--- src/rtl/phc_pkg.sv ---
// Shared types, constants and helper functions for the pump hysteresis controller.
// No dependencies; every other file of the block imports this package.
`default_nettype none

package phc_pkg;

	// Sizing of the datapath.
	localparam int READING_BITS = 10;
	localparam int COUNT_BITS   = 8;

	// Configuration register file layout.
	localparam int CFG_NUM    = 6;
	localparam int CFG_IDX_W  = 3;
	localparam int CFG_DATA_W = 10;
	localparam int PERIOD_W   = 8;
	localparam int TH_W       = 10;

	typedef logic [CFG_IDX_W-1:0] cfg_idx_t;

	localparam cfg_idx_t CFG_PERIOD = cfg_idx_t'(0);
	localparam cfg_idx_t CFG_LIMIT  = cfg_idx_t'(1);
	localparam cfg_idx_t CFG_DRY    = cfg_idx_t'(2);
	localparam cfg_idx_t CFG_WET    = cfg_idx_t'(3);
	localparam cfg_idx_t CFG_UPPER  = cfg_idx_t'(4);
	localparam cfg_idx_t CFG_LOWER  = cfg_idx_t'(5);

	// Register values after reset.
	localparam logic [PERIOD_W-1:0] RST_PERIOD = PERIOD_W'(8);
	localparam logic [PERIOD_W-1:0] RST_LIMIT  = PERIOD_W'(8);
	localparam logic [TH_W-1:0]     RST_DRY    = TH_W'(412);
	localparam logic [TH_W-1:0]     RST_WET    = TH_W'(385);
	localparam logic [TH_W-1:0]     RST_UPPER  = TH_W'(550);
	localparam logic [TH_W-1:0]     RST_LOWER  = TH_W'(250);

	// Widths used when counters meet settings and readings meet thresholds.
	localparam int CNT_CMP_W = (COUNT_BITS > PERIOD_W) ? COUNT_BITS : PERIOD_W;
	localparam int RD_CMP_W  = (READING_BITS > TH_W) ? READING_BITS : TH_W;

	typedef logic [READING_BITS-1:0] reading_t;
	typedef logic [COUNT_BITS-1:0]   count_t;
	typedef logic [RD_CMP_W-1:0]     rd_cmp_t;

	localparam count_t COUNT_MAX = '1;

	// Stop reason codes.
	typedef logic [1:0] stop_t;
	localparam stop_t STOP_NONE  = 2'd0;
	localparam stop_t STOP_WET   = 2'd1;
	localparam stop_t STOP_LIMIT = 2'd2;

	typedef struct packed {
		logic [PERIOD_W-1:0] period;
		logic [PERIOD_W-1:0] limit;
		logic [TH_W-1:0]     dry;
		logic [TH_W-1:0]     wet;
		logic [TH_W-1:0]     upper;
		logic [TH_W-1:0]     lower;
	} cfg_t;

	typedef struct packed {
		logic  pump_drive;
		logic  measured;
		logic  out_of_range;
		stop_t stop_reason;
	} result_t;

	// Counter increment that sticks at the largest count.
	function automatic count_t sat_inc(input count_t v);
		count_t r;
		if (v == COUNT_MAX) begin
			r = COUNT_MAX;
		end else begin
			r = v + count_t'(1);
		end
		return r;
	endfunction

	// A setting wider than the counter is limited to the largest count.
	function automatic count_t clamp_count(input logic [PERIOD_W-1:0] v);
		logic [CNT_CMP_W-1:0] ve;
		count_t r;
		ve = CNT_CMP_W'(v);
		if (ve > CNT_CMP_W'(COUNT_MAX)) begin
			r = COUNT_MAX;
		end else begin
			r = count_t'(ve);
		end
		return r;
	endfunction

endpackage

`default_nettype wire

--- src/rtl/phc_cfg.sv ---
// Configuration register file of the pump hysteresis controller.
// Depends on phc_pkg for the register layout and reset values.
`default_nettype none

module phc_cfg (
	input  wire logic                    clk,
	input  wire logic                    arst_n,
	input  wire logic                    cfg_we,
	input  wire phc_pkg::cfg_idx_t       cfg_addr,
	input  wire logic [phc_pkg::CFG_DATA_W-1:0] cfg_wdata,
	output phc_pkg::cfg_t                cfg
);
	import phc_pkg::*;

	cfg_t cfg_q;

	// Write one register per enabled cycle; unknown indexes are ignored.
	always_ff @(posedge clk or negedge arst_n) begin
		if (!arst_n) begin
			cfg_q.period <= RST_PERIOD;
			cfg_q.limit  <= RST_LIMIT;
			cfg_q.dry    <= RST_DRY;
			cfg_q.wet    <= RST_WET;
			cfg_q.upper  <= RST_UPPER;
			cfg_q.lower  <= RST_LOWER;
		end else if (cfg_we) begin
			case (cfg_addr)
				CFG_PERIOD: cfg_q.period <= cfg_wdata[PERIOD_W-1:0];
				CFG_LIMIT:  cfg_q.limit  <= cfg_wdata[PERIOD_W-1:0];
				CFG_DRY:    cfg_q.dry    <= cfg_wdata[TH_W-1:0];
				CFG_WET:    cfg_q.wet    <= cfg_wdata[TH_W-1:0];
				CFG_UPPER:  cfg_q.upper  <= cfg_wdata[TH_W-1:0];
				CFG_LOWER:  cfg_q.lower  <= cfg_wdata[TH_W-1:0];
				default: begin
				end
			endcase
		end
	end

	assign cfg = cfg_q;

endmodule

`default_nettype wire

--- src/rtl/phc_step.sv ---
// Per-tick decision logic and controller state (idle count, run count, pump flag).
// Depends on phc_pkg for types, stop codes and the counter helpers.
`default_nettype none

module phc_step (
	input  wire logic              clk,
	input  wire logic              arst_n,
	input  wire logic              acc,
	input  wire phc_pkg::reading_t reading,
	input  wire phc_pkg::cfg_t     cfg,
	output phc_pkg::result_t       res
);
	import phc_pkg::*;

	count_t idle_count_q;
	count_t run_count_q;
	logic   pumping_q;

	count_t  idle_count_d;
	count_t  run_count_d;
	logic    pumping_d;
	count_t  idle_inc;
	count_t  run_inc;
	count_t  period;
	count_t  limit;
	rd_cmp_t rd;
	logic    is_wet;
	logic    timeout;
	logic    oor;
	logic    is_dry;

	assign period  = clamp_count(cfg.period);
	assign limit   = clamp_count(cfg.limit);
	assign idle_inc = sat_inc(idle_count_q);
	assign run_inc  = sat_inc(run_count_q);

	// Reading and thresholds are compared at a common width.
	assign rd      = RD_CMP_W'(reading);
	assign is_wet  = rd < RD_CMP_W'(cfg.wet);
	assign is_dry  = rd > RD_CMP_W'(cfg.dry);
	assign oor     = (rd > RD_CMP_W'(cfg.upper)) || (rd < RD_CMP_W'(cfg.lower));
	assign timeout = run_inc >= limit;

	// Next state and the result of this tick.
	always_comb begin
		idle_count_d     = idle_count_q;
		run_count_d      = run_count_q;
		pumping_d        = pumping_q;
		res.measured     = 1'b0;
		res.out_of_range = 1'b0;
		res.stop_reason  = STOP_NONE;
		if (pumping_q) begin
			run_count_d  = run_inc;
			res.measured = 1'b1;
			if (is_wet || timeout) begin
				res.stop_reason = is_wet ? STOP_WET : STOP_LIMIT;
				pumping_d       = 1'b0;
				idle_count_d    = '0;
			end
		end else begin
			idle_count_d = idle_inc;
			if (idle_inc >= period) begin
				idle_count_d = '0;
				res.measured = 1'b1;
				if (oor) begin
					res.out_of_range = 1'b1;
				end else if (is_dry) begin
					pumping_d   = 1'b1;
					run_count_d = '0;
				end
			end
		end
		res.pump_drive = pumping_d;
	end

	// State advances once per accepted beat.
	always_ff @(posedge clk or negedge arst_n) begin
		if (!arst_n) begin
			idle_count_q <= '0;
			run_count_q  <= '0;
			pumping_q    <= 1'b0;
		end else if (acc) begin
			idle_count_q <= idle_count_d;
			run_count_q  <= run_count_d;
			pumping_q    <= pumping_d;
		end
	end

endmodule

`default_nettype wire

--- src/rtl/phc_obuf.sv ---
// Result register with a skid stage that takes one more beat while a result waits.
// Depends on phc_pkg for the result type.
`default_nettype none

module phc_obuf (
	input  wire logic             clk,
	input  wire logic             arst_n,
	input  wire logic             acc,
	input  wire phc_pkg::result_t res,
	output logic                  in_stall,
	output logic                  out_valid,
	input  wire logic             out_stall,
	output phc_pkg::result_t      out_res
);
	import phc_pkg::*;

	logic    out_valid_q;
	logic    skid_valid_q;
	result_t out_res_q;
	result_t skid_res_q;
	logic    out_pop;

	assign out_pop = out_valid_q && !out_stall;

	// Control: the skid holds a beat only while the result register is blocked.
	always_ff @(posedge clk or negedge arst_n) begin
		if (!arst_n) begin
			out_valid_q  <= 1'b0;
			skid_valid_q <= 1'b0;
		end else if (skid_valid_q) begin
			if (out_pop) begin
				skid_valid_q <= 1'b0;
			end
		end else if (acc) begin
			if (out_valid_q && !out_pop) begin
				skid_valid_q <= 1'b1;
			end else begin
				out_valid_q <= 1'b1;
			end
		end else if (out_pop) begin
			out_valid_q <= 1'b0;
		end
	end

	// Payload moves without reset.
	always_ff @(posedge clk) begin
		if (skid_valid_q) begin
			if (out_pop) begin
				out_res_q <= skid_res_q;
			end
		end else if (acc) begin
			if (out_valid_q && !out_pop) begin
				skid_res_q <= res;
			end else begin
				out_res_q <= res;
			end
		end
	end

	assign in_stall  = skid_valid_q;
	assign out_valid = out_valid_q;
	assign out_res   = out_res_q;

endmodule

`default_nettype wire

--- src/rtl/pump_hysteresis_controller_top.sv ---
// Pump hysteresis controller: on/off pump control with a run-time limit.
// Input channel: one beat per watchdog tick with the averaged moisture reading
// (in_valid/in_stall). Output channel: one result beat per input beat with the
// pump level, a measured flag, an out-of-range flag and the stop reason
// (out_valid/out_stall). A beat is taken when valid is high and stall is low.
// Configuration is a plain write port (cfg_we, cfg_addr, cfg_wdata), register
// index as listed: period, limit, dry, wet, upper, lower; other indexes ignored.
// A result is registered in the result register, or in the skid stage while that
// register is blocked. One beat per cycle is taken while in_stall is low; the
// decision is made by compares and a counter increment ahead of the result register.
// Reset clears the counters and the pump flag, loads the register defaults and
// empties the output stages. When the receiver stalls, one more input beat is
// taken into a skid stage, after which in_stall rises until the result drains.
// Depends on phc_pkg, phc_cfg, phc_step and phc_obuf.
`default_nettype none

module pump_hysteresis_controller_top (
	input  wire logic                           clk,
	input  wire logic                           arst_n,
	input  wire logic                           in_valid,
	output logic                                in_stall,
	input  wire logic [phc_pkg::READING_BITS-1:0] reading,
	output logic                                out_valid,
	input  wire logic                           out_stall,
	output logic                                pump_drive,
	output logic                                measured,
	output logic                                out_of_range,
	output logic [1:0]                          stop_reason,
	input  wire logic                           cfg_we,
	input  wire logic [phc_pkg::CFG_IDX_W-1:0]  cfg_addr,
	input  wire logic [phc_pkg::CFG_DATA_W-1:0] cfg_wdata
);
	import phc_pkg::*;

	cfg_t    cfg;
	result_t res;
	result_t out_res;
	logic    acc;

	assign acc = in_valid && !in_stall;

	phc_cfg u_cfg (
		.clk       (clk),
		.arst_n    (arst_n),
		.cfg_we    (cfg_we),
		.cfg_addr  (cfg_addr),
		.cfg_wdata (cfg_wdata),
		.cfg       (cfg)
	);

	phc_step u_step (
		.clk     (clk),
		.arst_n  (arst_n),
		.acc     (acc),
		.reading (reading),
		.cfg     (cfg),
		.res     (res)
	);

	phc_obuf u_obuf (
		.clk       (clk),
		.arst_n    (arst_n),
		.acc       (acc),
		.res       (res),
		.in_stall  (in_stall),
		.out_valid (out_valid),
		.out_stall (out_stall),
		.out_res   (out_res)
	);

	assign pump_drive   = out_res.pump_drive;
	assign measured     = out_res.measured;
	assign out_of_range = out_res.out_of_range;
	assign stop_reason  = out_res.stop_reason;

`ifndef SYNTHESIS
	// The skid stage fills only behind a waiting result.
	a_skid_behind_result: assert property (@(posedge clk) disable iff (!arst_n)
		in_stall |-> out_valid)
		else $error("skid stage occupied while result register is empty");

	// A stop is always a measured tick that leaves the pump off.
	a_stop_pump_off: assert property (@(posedge clk) disable iff (!arst_n)
		(out_valid && stop_reason != STOP_NONE) |-> (measured && !pump_drive))
		else $error("stop reported without measurement or with pump on");

	// An out-of-range reading never runs the pump or reports a stop.
	a_oor_quiet: assert property (@(posedge clk) disable iff (!arst_n)
		(out_valid && out_of_range) |->
		(measured && !pump_drive && stop_reason == STOP_NONE))
		else $error("out-of-range beat with pump activity");

	// An unstalled result leaves the register unless another beat replaces it.
	a_result_drains: assert property (@(posedge clk) disable iff (!arst_n)
		(out_valid && !out_stall && !in_stall && !acc) |=> !out_valid)
		else $error("result register did not drain");
`endif

endmodule

`default_nettype wire
--- config.mk ---
export PLATFORM = sky130hd
export DESIGN_NAME = pump_hysteresis_controller_top
export DESIGN_NICKNAME = d
export VERILOG_FILES = /design/src/rtl/phc_pkg.sv /design/src/rtl/phc_cfg.sv /design/src/rtl/phc_step.sv /design/src/rtl/phc_obuf.sv /design/src/rtl/pump_hysteresis_controller_top.sv
export SDC_FILE = /design/constraint.sdc
export NUM_CORES = 1
export LEC_CHECK = 0
export BUFFER_PORTS_ARGS = -buffer_cell sky130_fd_sc_hd__buf_2
export CAP_MARGIN = 20
export CELL_PAD_IN_SITES_DETAIL_PLACEMENT = 1
export CELL_PAD_IN_SITES_GLOBAL_PLACEMENT = 2
export CORE_ASPECT_RATIO = 1.1
export CORE_MARGIN = 1
export CORE_UTILIZATION = 42
export CTS_CLUSTER_SIZE = 30
export DETAILED_ROUTE_END_ITERATION = 16
export PLACE_DENSITY_LB_ADDON = 0.2
export RECOVER_POWER = 100
export SYNTH_ARGS = -nofsm -noshare
export SYNTH_HDL_FRONTEND = slang
export SYNTH_SLANG_ARGS = --single-unit
export TNS_END_PERCENT = 5
--- constraint.sdc ---
create_clock -name clk -period 5.4 [get_ports clk]
set_input_delay 1.08 -clock clk [delete_from_list [all_inputs] [get_ports clk]]
set_output_delay 1.08 -clock clk [all_outputs]
set_load 0.01 [all_outputs]
==> reports/metrics.cfg <==
[clock_tree]
cts.sinks=85
cts_root_buf=clkbuf_16
worstSkewPairLatency_ps=350
h-tree-depth=3
numCtsBuffers=9
cts_setup_buffers=0
clk_pin_slew_ps=60
cts_tree=done
clock_path_buffers=2
cts_resized=0
postCtsHoldBufs=0

[floorplan]
initial_utilization_pct=42.9
fp.dieW_um=107
dieArea_um2=12700
row_count=42
coreArea_um2=12000
ios=35
dieHeight_um=118

[timing]
period_needed_ps=4190
fin_crit_sh_pct=77.6
fmax_mhz=239
clock_skew_ps=6.96
slew_violations=76
setup_tns_ps=0
tightest_slew_ps=1950
rsz0062_at_grt=no
setup_viol=0
relSlewSlack_pct=-29.7
hold_viol=0

[synth]
ys_async_sr_fraction_pct=88.2
synth_nets=605
synth-main-ff-cell=dfrtp_1
syn-instance-count=521
synth_enable_flop_cells=10
ys_seq_area_share_pct=42.9
ys_types=55
synth.area.top_cells=dfrtp_1 27%, ha_1 14%, dfstp_2 10%, edfxtp_1 5.8%, mux2_2 5.7%
synth.most_common_cell=inv_1
netlist_area_um2=5130
yosys-top-cells-count=59 x inv_1, 56 x ha_1, 55 x dfrtp_1, 55 x nand2_1, 46 x o21ai_0
synth_top_area_cell=dfrtp_1
yosys_warnings=0
synth_top_area_share_pct=26.8
synth_seq_cells=85
avgSynthCellArea_um2=9.86

[drt]
num_vias=3964
detail-route-antenna-nets=0
via_per_inst=5.58
routed_wl_um=13000
drc=0
dr.pass1.iters=4
drt_iter0_drc=144
wl_per_cell_um=18.3

[power]
leakagePower_nw=2.62
cellPowerDensity_nw_per_um2=461
vdd_drop_max_uv=210

[layout]
postLayoutCellArea_um2=5700
layout-drive-gt1-share_pct=16.5
insertedDiodeCount=0
fillerInstances=1404
final_cell_count_no_fill=711
fin_nets=636
fin_util_pct=47.6
syn_to_final_growth_pct=11.0

[global_route]
grt-ovfl-total=0
grt_max_degree=76
grt_pass1_vias=4243
antenna_found_initial=0
grt_pass1_wl_um=21700
grt_usage_pct=22.5

[outcome]
violations=capacitance limit, slew limit
outcome=complete, but fails checks

[setup_path]
worst_setup_path_start_kind=flip-flop
end_kind=flip-flop
required_ps=5610
cp_max_fo=12
cp.arrival_ps=4400
worstSetupPathType=reg -> reg

[worst_hold_path]
hp-class=reg -> reg

[place]
dp_cells=693
gp_routability_congestion=0.812
port_buffers=34
dpl.hpwl_um=9400
place_area_um2=5440

[job]
drv_cap=1

## cells in the final DEF (no fill, tap or decap), types with 8 or more instances in the layout
master | synthesis | layout
inv_1 | 59 | 59
ha_1 | 56 | 56
nand2_1 | 55 | 55
dfrtp_1 | 55 | 55
o21ai_0 | 46 | 47
mux2_2 | 26 | 26
a21oi_1 | 22 | 22
buf_2 | 5 | 22
dfstp_2 | 20 | 20
clkbuf_1 | 11 | 16
and3_1 | 13 | 13
nor2_1 | 13 | 13
nand3_1 | 11 | 12
a31oi_1 | 12 | 12
nand2b_1 | 10 | 10
edfxtp_1 | 10 | 10
clkbuf_16 | 0 | 9
nand4_1 | 8 | 8
## layer usage
metal	wire length, um	global-route usage [%]
met5	0	0
met4	148	6.16
met3	340	3.49
met2	6750	40.6
met1	5770	27.4
## worst max-delay path: stages, from the launching register on
cell	delay (ps)
dfrtp_1	420
ha_1	290
and4_1	330
nand4_1	400
o21ai_0	250
ha_1	280
a21o_1	180
a221oi_1	230
o21ai_0	170
a211oi_1	990
nand2b_1	360
o21ai_0	150
## final cells by class
class	count	area [um2]	area share [%]
multi-input combinational	358	2600	45.6
sequential	85	2200	38.6
clock buffer	11	253	4.43
inverter	59	221	3.88
tap	154	193	3.38
timing repair buffer	39	175	3.07
clock inverter	5	56.3	0.987
## through the flow
step / power [mW] / hold slack (ps) / setup WS [ps]
4_1_cts: 2.69 / 509 / 1640
3_5_place_dp: 2.02 / 495 / 1680
2_1_floorplan: 1.72 / 478 / 2510
6_report: 2.63 / 507 / 1210
5_1_grt: 2.85 / 526 / 790
3_3_place_gp: 1.97 / 488 / 1800
## report_power, final
group / internal [mW] / total [mW] / switching [mW]
combinational: 0.423 / 0.993 / 0.570
sequential: 0.850 / 0.981 / 0.131
clock: 0.385 / 0.657 / 0.273
## flip-flops by register name, summed over array words and instances (netlist names)
signal / count
u_cfg.cfg: 56
u_step.idle_count_q: 8
u_obuf.out_valid: 1
u_obuf.in_stall: 1
u_obuf.out_res: 5
u_step.pumping_q: 1
u_obuf.skid_res_q: 5
u_step.run_count_q: 8
## path summary, 6_finish.rpt
kind / from / end / slack [ps] / cells past startpoint
setup / recovery: u_step.run_count_q[0] / u_step.idle_count_q[7] / 1210 / 11
hold / removal: u_cfg.cfg[24] / u_cfg.cfg[24] / 510 / 1
setup reg to reg: u_step.run_count_q[0] / u_step.idle_count_q[7] / 1210 / 11
hold reg to reg: u_cfg.cfg[24] / u_cfg.cfg[24] / 510 / 1
max in group asynchronous: arst_n / u_step.run_count_q[0] / 2970 / 1
min in group asynchronous: arst_n / u_cfg.cfg[13] / 1260 / 1
## cell families after synthesis
family	Yosys count	share of synthesized area [%]
DFF	85	42.9
and+or+nand+nor	136	13.6
buffers and inverters	78	5.92
AOI/OAI and AO/OA	133	17.1
muxes	26	5.70
adders and majority gates	56	13.6
xor gates and xnor gates	7	1.19
Power figures use the tool's default switching activity.
